`config.mk`:
```
export PLATFORM = sky130hd
export DESIGN_NAME = integer_to_ascii_converter
export DESIGN_NICKNAME = d
export VERILOG_FILES = /design/src/design/itoa_pkg.sv /design/src/design/integer_to_ascii_converter.sv /design/src/design/itoa_conv.sv /design/src/design/itoa_emit.sv
export SDC_FILE = /design/constraint.sdc
export NUM_CORES = 1
export LEC_CHECK = 0
export ABC_AREA = 1
export BUFFER_PORTS_ARGS = -buffer_cell sky130_fd_sc_hd__buf_2
export CAP_MARGIN = 40
export CORE_ASPECT_RATIO = 0.9
export CORE_UTILIZATION = 40
export DETAILED_ROUTE_END_ITERATION = 8
export GPL_ROUTABILITY_DRIVEN = 0
export PLACE_DENSITY = 0.52
export RECOVER_POWER = 100
export SKIP_LAST_GASP = 1
export SYNTH_ARGS = -nofsm -noshare
export SYNTH_HDL_FRONTEND = slang
export SYNTH_SLANG_ARGS = --single-unit
```
`constraint.sdc`:
```
create_clock -name clk -period 3.13 [get_ports clk]
set_input_delay 0.1565 -clock clk [delete_from_list [all_inputs] [get_ports clk]]
set_output_delay 0.1565 -clock clk [all_outputs]
set_load 0.01 [all_outputs]
```
`src/design/itoa_pkg.sv`:
```
// Shared types, constants and a helper function for the integer to ASCII converter.
package itoa_pkg;

	localparam int VAL_W    = 32;
	localparam int NARROW_W = 16;
	localparam int DIGITS   = 10;
	localparam int DIG_W    = 4 * DIGITS;
	localparam int CHAR_W   = 7;
	localparam int CNT_W    = $clog2(VAL_W + 1);
	localparam int REM_W    = $clog2(DIGITS + 1);

	// Conversion kinds
	localparam logic [1:0] KIND_SDEC = 2'd0;
	localparam logic [1:0] KIND_UDEC = 2'd1;
	localparam logic [1:0] KIND_LHEX = 2'd2;
	localparam logic [1:0] KIND_UHEX = 2'd3;

	localparam logic [CHAR_W-1:0] CHAR_MINUS = 7'h2d;
	localparam logic [CHAR_W-1:0] CHAR_ZERO  = 7'h30;
	localparam logic [CHAR_W-1:0] CHAR_UA    = 7'h41;
	localparam logic [CHAR_W-1:0] CHAR_LA    = 7'h61;

	// Converter status toward the top level
	typedef struct packed {
		logic busy;
		logic done;
	} cv_stat_t;

	// Finished digit string handed to the emitter
	typedef struct packed {
		logic [DIG_W-1:0] digits;
		logic             neg;
		logic             upper;
	} cv_result_t;

	typedef enum logic [1:0] {
		E_IDLE,
		E_SIGN,
		E_SKIP,
		E_DIGIT
	} emit_state_t;

	// Map one digit value to its ASCII code
	function automatic logic [CHAR_W-1:0] digit_char(input logic [3:0] d, input logic upper);
		logic [CHAR_W-1:0] r;
		if (d < 4'd10) begin
			r = CHAR_ZERO + {3'b000, d};
		end else if (upper) begin
			r = CHAR_UA + {3'b000, d - 4'd10};
		end else begin
			r = CHAR_LA + {3'b000, d - 4'd10};
		end
		return r;
	endfunction

endpackage

```
`src/design/integer_to_ascii_converter.sv`:
```
// Top level of the integer to ASCII converter.
// The shifter converts decimal values bit by bit or loads hex directly, then hands the digits
// to the emitter, which writes a minus sign if needed and then the digits, skipping leading zeros.
// The shifter takes the next item once the emitter holds the digits, so one item converts while
// the last is still being emitted; the output stalls while m_tready is low.
// Reset: arst_n clears all control state asynchronously; the block is ready right after.
module integer_to_ascii_converter import itoa_pkg::*; (
	input  logic         clk,
	input  logic         arst_n,
	input  logic         s_tvalid,
	output logic         s_tready,
	input  logic [31:0]  s_tdata,   // [31:0] value
	input  logic [2:0]   s_tuser,   // [1:0] req_type, [2] is_wide
	output logic         m_tvalid,
	input  logic         m_tready,
	output logic [7:0]   m_tdata,   // [6:0] char_out, [7] zero fill
	output logic         m_tlast    // last
);

	cv_stat_t            cv_stat;
	cv_result_t          cv_result;
	logic                accept;
	logic                emit_idle;
	logic                handoff;
	logic [1:0]          req_type;
	logic                is_wide;
	logic [VAL_W-1:0]    mag_in;
	logic [VAL_W-1:0]    mag;
	logic                sign_bit;
	logic                neg;

	assign req_type = s_tuser[1:0];
	assign is_wide  = s_tuser[2];
	assign s_tready = !cv_stat.busy && !cv_stat.done;
	assign accept   = s_tvalid && s_tready;
	assign handoff  = cv_stat.done && emit_idle;

	// Select size, take the magnitude of negative signed values
	always_comb begin
		mag_in   = is_wide ? s_tdata : {{(VAL_W - NARROW_W){1'b0}}, s_tdata[NARROW_W-1:0]};
		sign_bit = is_wide ? s_tdata[VAL_W-1] : s_tdata[NARROW_W-1];
		neg      = (req_type == KIND_SDEC) && sign_bit;
		mag      = mag_in;
		if (neg) begin
			mag = ~mag_in + VAL_W'(1);
			if (!is_wide) begin
				mag[VAL_W-1:NARROW_W] = '0;
			end
		end
	end

	itoa_conv u_conv (
		.clk     (clk),
		.arst_n  (arst_n),
		.start   (accept),
		.mag     (mag),
		.is_wide (is_wide),
		.is_hex  (req_type == KIND_LHEX || req_type == KIND_UHEX),
		.neg     (neg),
		.upper   (is_wide && req_type == KIND_UHEX),
		.ack     (handoff),
		.stat    (cv_stat),
		.result  (cv_result)
	);

	itoa_emit u_emit (
		.clk      (clk),
		.arst_n   (arst_n),
		.load     (handoff),
		.result   (cv_result),
		.idle     (emit_idle),
		.m_tvalid (m_tvalid),
		.m_tready (m_tready),
		.m_tdata  (m_tdata),
		.m_tlast  (m_tlast)
	);

endmodule

```
`src/design/itoa_conv.sv`:
```
// Bit-serial binary to BCD converter (shift and add-3), with direct nibble load for hex.
module itoa_conv import itoa_pkg::*; (
	input  logic               clk,
	input  logic               arst_n,
	input  logic               start,
	input  logic [VAL_W-1:0]   mag,
	input  logic               is_wide,
	input  logic               is_hex,
	input  logic               neg,
	input  logic               upper,
	input  logic               ack,
	output cv_stat_t           stat,
	output cv_result_t         result
);

	logic               busy_q;
	logic               done_q;
	logic [CNT_W-1:0]   cnt_q;
	logic [VAL_W-1:0]   bin_q;
	logic [DIG_W-1:0]   bcd_q;
	logic               neg_q;
	logic               upper_q;
	logic [DIG_W-1:0]   bcd_adj;

	// Add three to every BCD digit of five or more before the shift
	always_comb begin
		for (int i = 0; i < DIGITS; i++) begin
			if (bcd_q[4*i +: 4] >= 4'd5) begin
				bcd_adj[4*i +: 4] = bcd_q[4*i +: 4] + 4'd3;
			end else begin
				bcd_adj[4*i +: 4] = bcd_q[4*i +: 4];
			end
		end
	end

	// Control flags: busy while shifting, done until the emitter takes the result
	always_ff @(posedge clk or negedge arst_n) begin
		if (!arst_n) begin
			busy_q <= 1'b0;
			done_q <= 1'b0;
		end else begin
			if (start && !is_hex) begin
				busy_q <= 1'b1;
			end else if (busy_q && cnt_q == CNT_W'(1)) begin
				busy_q <= 1'b0;
			end
			if ((start && is_hex) || (busy_q && cnt_q == CNT_W'(1))) begin
				done_q <= 1'b1;
			end else if (ack) begin
				done_q <= 1'b0;
			end
		end
	end

	// Datapath: load, then for decimal shift one binary bit into the BCD register per cycle
	always_ff @(posedge clk) begin
		if (start) begin
			neg_q   <= neg;
			upper_q <= upper;
			if (is_hex) begin
				bcd_q <= {{(DIG_W - VAL_W){1'b0}}, mag};
			end else begin
				bcd_q <= '0;
				if (is_wide) begin
					bin_q <= mag;
					cnt_q <= CNT_W'(VAL_W);
				end else begin
					bin_q <= {mag[NARROW_W-1:0], {(VAL_W - NARROW_W){1'b0}}};
					cnt_q <= CNT_W'(NARROW_W);
				end
			end
		end else if (busy_q) begin
			bcd_q <= {bcd_adj[DIG_W-2:0], bin_q[VAL_W-1]};
			bin_q <= {bin_q[VAL_W-2:0], 1'b0};
			cnt_q <= cnt_q - CNT_W'(1);
		end
	end

	assign stat.busy     = busy_q;
	assign stat.done     = done_q;
	assign result.digits = bcd_q;
	assign result.neg    = neg_q;
	assign result.upper  = upper_q;

endmodule

```
`src/design/itoa_emit.sv`:
```
// Emitter: sign, leading-zero skip, a digit per cycle unless stalled, to an output register.
module itoa_emit import itoa_pkg::*; (
	input  logic         clk,
	input  logic         arst_n,
	input  logic         load,
	input  cv_result_t   result,
	output logic         idle,
	output logic         m_tvalid,
	input  logic         m_tready,
	output logic [7:0]   m_tdata,   // [6:0] char_out, [7] zero fill
	output logic         m_tlast    // last
);

	emit_state_t         state_q;
	emit_state_t         state_d;
	logic [DIG_W-1:0]    dig_q;
	logic [REM_W-1:0]    rem_q;
	logic                upper_q;
	logic                valid_q;
	logic [CHAR_W-1:0]   char_q;
	logic                last_q;
	logic                out_free;
	logic                push;
	logic                shift;
	logic [CHAR_W-1:0]   push_char;
	logic                push_last;
	logic [3:0]          top_dig;

	assign out_free = !valid_q || m_tready;
	assign top_dig  = dig_q[DIG_W-1 -: 4];

	// Next state
	always_comb begin
		state_d = state_q;
		case (state_q)
			E_IDLE: begin
				if (load) begin
					state_d = result.neg ? E_SIGN : E_SKIP;
				end
			end
			E_SIGN: begin
				if (out_free) begin
					state_d = E_SKIP;
				end
			end
			E_SKIP: begin
				if (!(top_dig == 4'd0 && rem_q > REM_W'(1))) begin
					state_d = E_DIGIT;
				end
			end
			E_DIGIT: begin
				if (out_free && rem_q == REM_W'(1)) begin
					state_d = E_IDLE;
				end
			end
			default: state_d = E_IDLE;
		endcase
	end

	// Outputs of the sequencer
	always_comb begin
		push      = 1'b0;
		shift     = 1'b0;
		push_char = CHAR_MINUS;
		push_last = 1'b0;
		case (state_q)
			E_IDLE: begin
			end
			E_SIGN: begin
				push = out_free;
			end
			E_SKIP: begin
				shift = (top_dig == 4'd0 && rem_q > REM_W'(1));
			end
			E_DIGIT: begin
				push      = out_free;
				shift     = out_free;
				push_char = digit_char(top_dig, upper_q);
				push_last = (rem_q == REM_W'(1));
			end
			default: begin
			end
		endcase
	end

	always_ff @(posedge clk or negedge arst_n) begin
		if (!arst_n) begin
			state_q <= E_IDLE;
			valid_q <= 1'b0;
		end else begin
			state_q <= state_d;
			if (push) begin
				valid_q <= 1'b1;
			end else if (m_tready) begin
				valid_q <= 1'b0;
			end
		end
	end

	// Digit shift register and output payload
	always_ff @(posedge clk) begin
		if (state_q == E_IDLE && load) begin
			dig_q   <= result.digits;
			rem_q   <= REM_W'(DIGITS);
			upper_q <= result.upper;
		end else if (shift) begin
			dig_q <= {dig_q[DIG_W-5:0], 4'd0};
			rem_q <= rem_q - REM_W'(1);
		end
		if (push) begin
			char_q <= push_char;
			last_q <= push_last;
		end
	end

	assign idle     = (state_q == E_IDLE);
	assign m_tvalid = valid_q;
	assign m_tdata  = {1'b0, char_q};
	assign m_tlast  = last_q;

endmodule

```
# Word level (Yosys, flattened, before mapping)
# Cells that the tools add are included.
# word_totals
mem_count,0
output_inout_bits,11
mem_bits_ro,0
wordCells,128
latch_bits,0
inputBits,39
mem_bits_rw,0
register_bits,138
# op_classes
add_sub_neg,17
magnitude_cmp,12
div_mod_pow,0
bitwise,1
shifts,0
n_mux,43
reduce_logical,29
n_eq_ne,12
multipliers,0
# op_table
op,count
$mux 32,7
$mux 40,4
$ge 4x3->1 const B,10
$add 4x2->4 const B,9
$mux 4,9
$add 32x1->32 const B,1
$not 32->32,1
$mux 6,4
$mux 16,1
$mux 7,2
$logic_and 1x1->1,11
$mux 2,5
$reduce_bool 2->1,5
$eq 2x2->1 const B,4
$mux 1,8
$pmux 2 s4,1
$add 6x4->7 const A,1
$add 6x5->7 const A,1
$add 7x4->7 const A,1
$eq 6x1->1 const B,1
$ne 2x1->1 const B,3
$sub 6x1->6 const B,1
$eq 4x1->1 const B,1
$gt 4x1->1 const B,1
15 further kinds,22

# Longest topological paths before layout
# Gate-level depths: netlist of run 1.
# logic_depth
depth_word,8
mapped_depth,13
mapped_depth_nobuf,12

# By module
# A second synthesis of run 1 with hierarchy kept.
# hier_totals
cells_unflattened,1094
hier_area_um2,8494.4
# modules_own_cells
mod,seq_area_each_um2,area_each_um2,cells_each,instances
itoa_conv,2452.4,4669.5,542,1
itoa_emit,1626.6,2617.5,277,1
integer_to_ascii_converter,0.0,1207.4,275,1

# Least setup slack after synthesis of run 1
# Ideal clock, no wire load.
# synth_path
path_kind,register to register
start,register u_emit.state_q[0]
end,"register u_emit.dig_q[0], enable pin"
path_slack_ps,650
t_arrival_ps,2082
path_buffers,0
required_time_ps,2732
period_less_slack_ps,2480
stages_incl_launch_ff,6
cell_sequence,dfrtp_1 > ha_1 > inv_1 > o21ai_0 > inv_1 > nand2_1
# synth_via
elab_chain_cells,4
# synth_lines
item,line_no,text
"start, declared",itoa_emit.sv:14,emit_state_t state_q;
"start signal, assigned",itoa_emit.sv:91,state_q <= state_d;
"parallel branches: the longest is 3 deep, another holds $eq 2x2->1",--,
$reduce_bool 2->1 (no source line) (*),--,
"end signal, assigned",itoa_emit.sv:103,dig_q <= result.digits;
"end signal, assigned",itoa_emit.sv:107,"dig_q <= {dig_q[DIG_W-5:0], 4'd0};"
"end, declared",itoa_emit.sv:16,logic [DIG_W-1:0] dig_q;
# Mark *: on every way between the ends.
# A chain may end at the register's enable or synchronous reset.

# Worst setup path in the final report of run 1
# layout_path
start,register u_conv.done_q
end,"register u_conv.bcd_q[13], data pin"
# layout_via
elab_chain_cells,4
# layout_lines
item,line_no,text
"start, declared",itoa_conv.sv:17,logic done_q;
"start signal, assigned",itoa_conv.sv:40,done_q <= 1'b0;
"start signal, assigned",itoa_conv.sv:48,done_q <= 1'b1;
"start signal, assigned",itoa_conv.sv:50,done_q <= 1'b0;
$logic_not 1->1,integer_to_ascii_converter.sv:34,assign s_tready = !cv_stat.busy && !cv_stat.done;
$logic_and 1x1->1,integer_to_ascii_converter.sv:34,
$logic_and 1x1->1,integer_to_ascii_converter.sv:35,assign accept = s_tvalid && s_tready;
$mux 40,itoa_conv.sv:57,if (start) begin
"end signal, assigned",itoa_conv.sv:61,"bcd_q <= {{(DIG_W - VAL_W){1'b0}}, mag};"
"end signal, assigned",itoa_conv.sv:73,"bcd_q <= {bcd_adj[DIG_W-2:0], bin_q[VAL_W-1]};"
"end, declared",itoa_conv.sv:20,logic [DIG_W-1:0] bcd_q;
# No other way between the ends.

==> flow_summary.json, run 1 <==
{
  "outcome": "completed",
  "die_area_sq_um": 20700,
  "vias": 6365,
  "root_buffer": "clkbuf_16",
  "period_minus_slack_ns": 2.52,
  "synth_top_cell_area_share": 0.481,
  "pin_count": 50,
  "crit_family": "buffers and inverters",
  "tns_ns": 0,
  "worst_ep_required_time_ns": 3.39,
  "clk_latency_ns": 0.43,
  "firstDrtPassIters": 5,
  "hold_viol": 0,
  "synth_cells": 957,
  "start_util": 0.414,
  "p_int_mw": 5.75,
  "overflow": 0,
  "synth_enable_flop_cells": 129,
  "antenna_found_initial": 0,
  "synth-seq-cells": 138,
  "met3WireLength_um": 664,
  "hold_start": "s_tuser[1]",
  "async_flop_share": 0.0362,
  "p_sw_mw": 3.51,
  "path_max_fanout": 41,
  "drt-met1-wl_um": 10100,
  "num_rows": 48,
  "slowest_delay_ns": 0.85,
  "path_clk_slew_ns": 0.06,
  "yosys_warnings": 0,
  "io_buffers": 48,
  "setup_viol": 0,
  "grt_max_degree": 69,
  "grt_pass1_wl_um": 31800,
  "drc": 0,
  "cp_slowest_cell": "clkbuf_2",
  "fmax_mhz": 396,
  "synth_largest_area_cell": "edfxtp_1",
  "seq_area_frac_synth": 0.507,
  "hold_depth": 4,
  "pwr-share-comb": 0.362,
  "highest_layer": "met4",
  "drt_wl_total_um": 19500,
  "chipWidth_um": 152,
  "synth.cell_area_sq_um": 8050,
  "worstHoldPathType": "input pin to register",
  "slew_violations": 0,
  "path_cells": "nor2_1, nand2_2, clkbuf_1, clkbuf_2, o21ai_0, o22ai_1",
  "worst_ep_arrival_time_ns": 2.78,
  "synth_most_common_cell": "nand2_1",
  "wl_met2_um": 8520,
  "clockBufferDepth": 2,
  "initialDrtViolationCount": 409,
  "rrSetupSlack_ns": 0.61,
  "worstRegToRegCells": 6,
  "rr_endpoint": "u_conv.bcd_q[13]",
  "fill_cells": 1990,
  "synthTopCellsByArea": "edfxtp_1 (48%), nand2_1 (10%), o21ai_0 (6.3%)",
  "cp-end-kind": "register",
  "place_ws_ns": 0.953,
  "hold_path_end": "u_conv.busy_q",
  "ant_nets": 0,
  "finClkSkew_ns": 0.0132,
  "crit_buf_inv": 2,
  "criticalPathCategory": "register to register",
  "die_h_um": 137,
  "clock_power_share": 0.216,
  "vias_per_cell": 5.01,
  "p_leak_nw": 4.10,
  "final_nets": 1080,
  "crit_path_start_kind": "register",
  "post-cts-setup-buffers": 0,
  "peakVddDrop_mv": 0.486,
  "cap_viol_max_count": 0,
  "gr-usage-all-layers": 0.204,
  "p_per_area_nw_per_um2": 1020,
  "cts-htree-levels": 4,
  "relSlewSlack": 0.320,
  "cts_tree": "done",
  "fin_crit_sh": 0.806,
  "rsz0062_at_grt": "false",
  "synth_nets": 1029,
  "avgSynthCellArea_sq_um": 8.41,
  "synth_common_cells": "nand2_1 (222), edfxtp_1 (129), inv_1 (123), nor2_1 (111), o21ai_0 (102)",
  "areaGrowthSynthToFinish_pct": 13.2,
  "core_area_sq_um": 19500,
  "dp_hpwl_um": 14100,
  "seqPwrFrac": 0.422,
  "worst_pin_slew_ns": 1.02,
  "diodes": 0,
  "wl_per_cell_um": 15.3,
  "clock_sinks": 138,
  "yosysUniqueCellTypes": 41,
  "drive_gt1_frac": 0.0862,
  "setup_slack_ns": 0.607,
  "rr_startpoint": "u_conv.done_q",
  "cts_resized": 0,
  "grt_pass1_vias": 6134,
  "synth_ff_type": "edfxtp_1",
  "numCtsBuffers": 17,
  "power_switching_share": 0.379
}
[how the worst max path moves through the flow]
stage | start | to | slack [ns] | cells past startpoint
6_report | u_conv.done_q | u_conv.bcd_q[13] | 0.61 | 6
5_1_grt | u_emit.state_q[0] | u_emit.dig_q[22] | 0.36 | 6
4_1_cts | u_emit.state_q[0] | u_emit.dig_q[23] | 0.94 | 6
3_5_place_dp | u_emit.state_q[0] | u_emit.dig_q[17] | 0.95 | 6
3_3_place_gp | u_emit.state_q[0] | u_emit.dig_q[16] | 1.01 | 6
2_1_floorplan | u_emit.state_q[0] | u_emit.dig_q[0] | 0.65 | 5
[metrics by stage]
stage	hold slack, ns	power, mW	util	cells	instance area, sq um
global route	0.149	10.1	0.468	1271	9110
CTS	0.0509	9.42	0.472	1271	9180
global placement	-0.0235	7.36	0.441	1237	8570
detailed placement	-0.0220	7.38	0.441	1237	8570
floorplan	-0.139	6.35	-	957	8050
finish	0.0976	9.27	0.468	1271	9110
[power groups by stage]
stage / clock network (mW) / logic (mW) / registers, mW
5_1_grt: 2.12 / 3.93 / 4.04
3_3_place_gp: 0 / 3.44 / 3.91
3_5_place_dp: 0 / 3.45 / 3.93
6_report: 2.01 / 3.35 / 3.91
4_1_cts: 2.05 / 3.47 / 3.90
2_1_floorplan: 0 / 2.50 / 3.85
[sequential cells by signal (all words and copies together), names as in the netlist]
signal           cells
u_emit.m_tvalid      1
u_conv.bin_q        32
u_emit.m_tlast       1
u_conv.done_q        1
u_emit.upper_q       1
u_conv.upper_q       1
u_conv.neg_q         1
u_conv.bcd_q        40
u_emit.rem_q         4
u_conv.cnt_q         6
u_emit.dig_q        40
u_conv.busy_q        1
u_emit.state_q       2
u_emit.char_q        7
[logic make-up after synthesis]
kind of cell / synth area share
adders and majority gates: 0.0513
and+or+nand+nor: 0.209
other: 0.000466
DFF: 0.507
xor gates and xnor gates: 0.0131
buffers and inverters: 0.0772
AOI/OAI and AO/OA: 0.142
[timing repair]
item	in CTS	in global routing
setup endpoints to repair	0	0
endpoints found under the hold margin	6	0
hold buffers	2	0
[cell type report]
| class | instances | area [sq um] | share of cell area |
|---|---|---|---|
| multi-input combinational | 664 | 3340 | 0.366 |
| sequential | 138 | 4080 | 0.448 |
| clock inverter | 15 | 156 | 0.0172 |
| inverter | 125 | 470 | 0.0516 |
| timing repair buffer | 62 | 329 | 0.0361 |
| clock buffer | 17 | 425 | 0.0467 |
| tap | 250 | 313 | 0.0343 |
[layout by cell type (no fill, tap or decap), drive strengths merged, types with 33 or more instances in the layout]
cell | synthesis | final
nand2 | 230 | 230
inv | 124 | 132
edfxtp | 129 | 129
o21ai | 124 | 124
nor2 | 112 | 112
a21oi | 53 | 53
nand3 | 44 | 44
buf | 10 | 41
clkbuf | 20 | 36
ha | 33 | 33
[per-layer routing]
metal / global-route usage / vias up
met4: 0.0528 / 0
met5: 0 / -
met1: 0.294 / 2923
met2: 0.312 / 107
met3: 0.0407 / 14
li1: - / 3321
[worst register-to-register path: stages (launching register included)]
cell	delay, ns
dfrtp_1	0.37
nor2_1	0.08
nand2_2	0.06
clkbuf_1	0.48
clkbuf_2	0.85
o21ai_0	0.30
o22ai_1	0.22
Power figures use the tool's default switching activity.
==> run 2, diff against run 1 <==
--- a/config.mk
+++ b/config.mk
@@ -5,14 +5,14 @@
 export SDC_FILE = /design/constraint.sdc
 export NUM_CORES = 1
 export LEC_CHECK = 0
-export ABC_AREA = 1
+export ABC_AREA = 0
 export BUFFER_PORTS_ARGS = -buffer_cell sky130_fd_sc_hd__buf_2
 export CAP_MARGIN = 40
 export CORE_ASPECT_RATIO = 0.9
 export CORE_UTILIZATION = 40
 export DETAILED_ROUTE_END_ITERATION = 8
 export GPL_ROUTABILITY_DRIVEN = 0
-export PLACE_DENSITY = 0.52
+export PLACE_DENSITY = 0.55
 export RECOVER_POWER = 100
 export SKIP_LAST_GASP = 1
 export SYNTH_ARGS = -nofsm -noshare
==> constraint.sdc (replaced) <==
create_clock -name clk -period 2.32 [get_ports clk]
set_input_delay 0.116 -clock clk [delete_from_list [all_inputs] [get_ports clk]]
set_output_delay 0.116 -clock clk [all_outputs]
set_load 0.01 [all_outputs]
==> run 2 against run 1 <==
Net effect:
- count of clock-buffer cells in the layout increased by 2
- largest cell class unchanged
- core utilization rose by 0.17 points
- global-route usage rose by 0.60 points
- die area decreased by 2.9%
- largest power group unchanged
- combinational power down 68%
==> flow_summary.json, run 2 <==
{
  "areaGrowthSynthToFinish_pct": 15.3,
  "cp-end-kind": "register",
  "p_per_area_nw_per_um2": 777,
  "die_area_sq_um": 20100,
  "worstHoldPathType": "input pin to register",
  "rsz0062_at_grt": "false",
  "period_minus_slack_ns": 2.14,
  "wl_per_cell_um": 19.0,
  "seq_area_frac_synth": 0.522,
  "top_regs": "u_conv.bcd_q: 40 flops, u_emit.dig_q: 40 flops, u_conv.bin_q: 32 flops",
  "worstRegToRegCells": 5,
  "avgSynthCellArea_sq_um": 10.5,
  "place_inst": 1027,
  "synth-seq-cells": 138,
  "yosys_warnings": 0,
  "p_leak_nw": 3.52,
  "cap_viol_max_count": 0,
  "initialDrtViolationCount": 573,
  "synth_largest_area_cell": "edfxtp_1",
  "synth_cells": 743,
  "layout_common_cells": "edfxtp_1 (129), nand2_1 (73), o21ai_0 (67)",
  "path_max_fanout": 38,
  "worst_ep_required_time_ns": 2.37,
  "ant_nets": 0,
  "path_clk_slew_ns": 0.07,
  "async_flop_share": 0.0362,
  "synth_top_cell_area_share": 0.496,
  "finClkSkew_ns": 0.0108,
  "worst_pin_slew_ns": 0.628,
  "synth_common_cells": "edfxtp_1 (129), nand2_1 (74), o21ai_0 (68), a21oi_1 (50), nor2_1 (48)",
  "synth_ff_type": "edfxtp_1",
  "hold_viol": 0,
  "slew_violations": 0,
  "overflow": 0,
  "numCtsBuffers": 17,
  "clock_sinks": 138,
  "worst_ep_arrival_time_ns": 2.19,
  "relSlewSlack": 0.580,
  "synth.cell_area_sq_um": 7810,
  "setup_viol": 0,
  "drive_gt1_frac": 0.149,
  "chipWidth_um": 149,
  "final_nets": 869,
  "synth_enable_flop_cells": 129,
  "num_rows": 48,
  "firstDrtPassIters": 5,
  "drt_wl_total_um": 20100,
  "vias_per_cell": 5.65,
  "fill_cells": 1775,
  "antenna_found_initial": 0,
  "root_buffer": "clkbuf_16",
  "drc": 0,
  "endpoint": "u_conv.bin_q[20]",
  "crit_start": "u_conv.busy_q",
  "outcome": "completed",
  "final_cells": 1060,
  "fin_crit_sh": 0.922,
  "peakVddDrop_mv": 0.506,
  "cts-htree-levels": 4,
  "diodes": 0,
  "synthTopCellsByArea": "edfxtp_1 (50%), ha_1 (5.3%), o21ai_0 (4.4%)",
  "core_area_sq_um": 19200,
  "grt_pass1_wl_um": 32000,
  "clockBufferDepth": 2,
  "synth_most_common_cell": "edfxtp_1",
  "hold_start": "s_tuser[0]",
  "grt_pass1_vias": 5925,
  "cts_tree": "done",
  "tns_ns": 0,
  "fmax_mhz": 468,
  "synth_nets": 815,
  "pin_count": 50,
  "clk_latency_ns": 0.42,
  "crit_path_start_kind": "register",
  "dp_hpwl_um": 14400,
  "rrSetupSlack_ns": 0.18,
  "yosysUniqueCellTypes": 66,
  "io_buffers": 48,
  "grt_max_degree": 41,
  "rr_startpoint": "u_conv.busy_q",
  "post-cts-setup-buffers": 0,
  "start_util": 0.408,
  "criticalPathCategory": "register to register",
  "die_h_um": 135,
  "layout_commonest_cell": "edfxtp_1",
  "vias": 5986,
  "gr-usage-all-layers": 0.210,
  "rr_endpoint": "u_conv.bin_q[20]"
}
## run 2: changes by cell type after synthesis, moves of 14 or more
cell and change:
mux2_2 +20, nor2_1 -63, o21ai_0 -34, nand2_1 -148
inv_1 -80, nand3_1 -14, xnor2_1 +33, o21ai_1 -18
## run 2: worst min path at each step
stage	endpoint	slack (ns)	cells after the start
6_report	u_conv.upper_q	0.04	2
5_1_grt	u_conv.upper_q	0.04	2
4_1_cts	u_conv.busy_q	0.02	2
3_5_place_dp	u_emit.m_tvalid	-0.06	1
3_3_place_gp	u_emit.m_tvalid	-0.06	1
2_1_floorplan	u_conv.busy_q	-0.18	0
## run 2: metal layers
layer | track usage | vias to the layer above | share of wire
li1 | - | 2840 | -
met2 | 0.319 | 239 | 0.45
met4 | 0.0839 | 0 | 0.029
met5 | 0 | - | 0
met1 | 0.289 | 2866 | 0.45
met3 | 0.0514 | 41 | 0.069
## run 2: kinds of logic (layout without fill, tap and decap cells)
family	count (synthesis)	in the layout	synth area share
buffers and inverters	83	150	0.0418
and+or+nand+nor	227	227	0.145
AOI/OAI and AO/OA	188	188	0.148
xor gates and xnor gates	46	46	0.0516
other	1	1	0.000480
muxes	27	27	0.0378
DFF	138	138	0.522
adders and majority gates	33	33	0.0529
## run 2: what timing repair did
action	4_1_cts	5_1_grt
hold buffers	1	0
endpoints found under the hold margin	5	0
gates resized for setup	0	0
## run 2: critical path, cell delays in order, from the launching register on
cell	delay [ns]
dfrtp_1	0.39
inv_1	0.17
nand3_1	0.26
clkbuf_1	0.26
o21ai_4	0.15
buf_4	0.48
## run 2: per-stage QoR
stage	utilization	setup WS (ns)	total power, mW	hold WS [ns]	cell area (sq um)
floorplan	-	0.0707	3.97	-0.180	7830
global placement	0.443	0.168	4.31	-0.0595	8500
detailed placement	0.443	0.142	4.37	-0.0615	8500
CTS	0.474	0.326	7.08	0.0221	9080
global route	0.470	0.0848	7.30	0.0433	9000
finish	0.470	0.182	6.99	0.0411	9000
## run 2: layout make-up
cell class | count | area (sq um) | share of cell area
timing repair buffer | 74 | 450 | 0.0500
tap | 250 | 313 | 0.0348
inverter | 44 | 165 | 0.0183
clock buffer | 19 | 433 | 0.0481
sequential | 138 | 4080 | 0.453
multi-input combinational | 522 | 3420 | 0.380
clock inverter | 13 | 144 | 0.0160
## run 2: power by group
group          internal [mW]  switching (mW)
combinational          0.414           0.657
clock                   1.59            1.10
sequential              3.10           0.134
total                   5.10            1.89
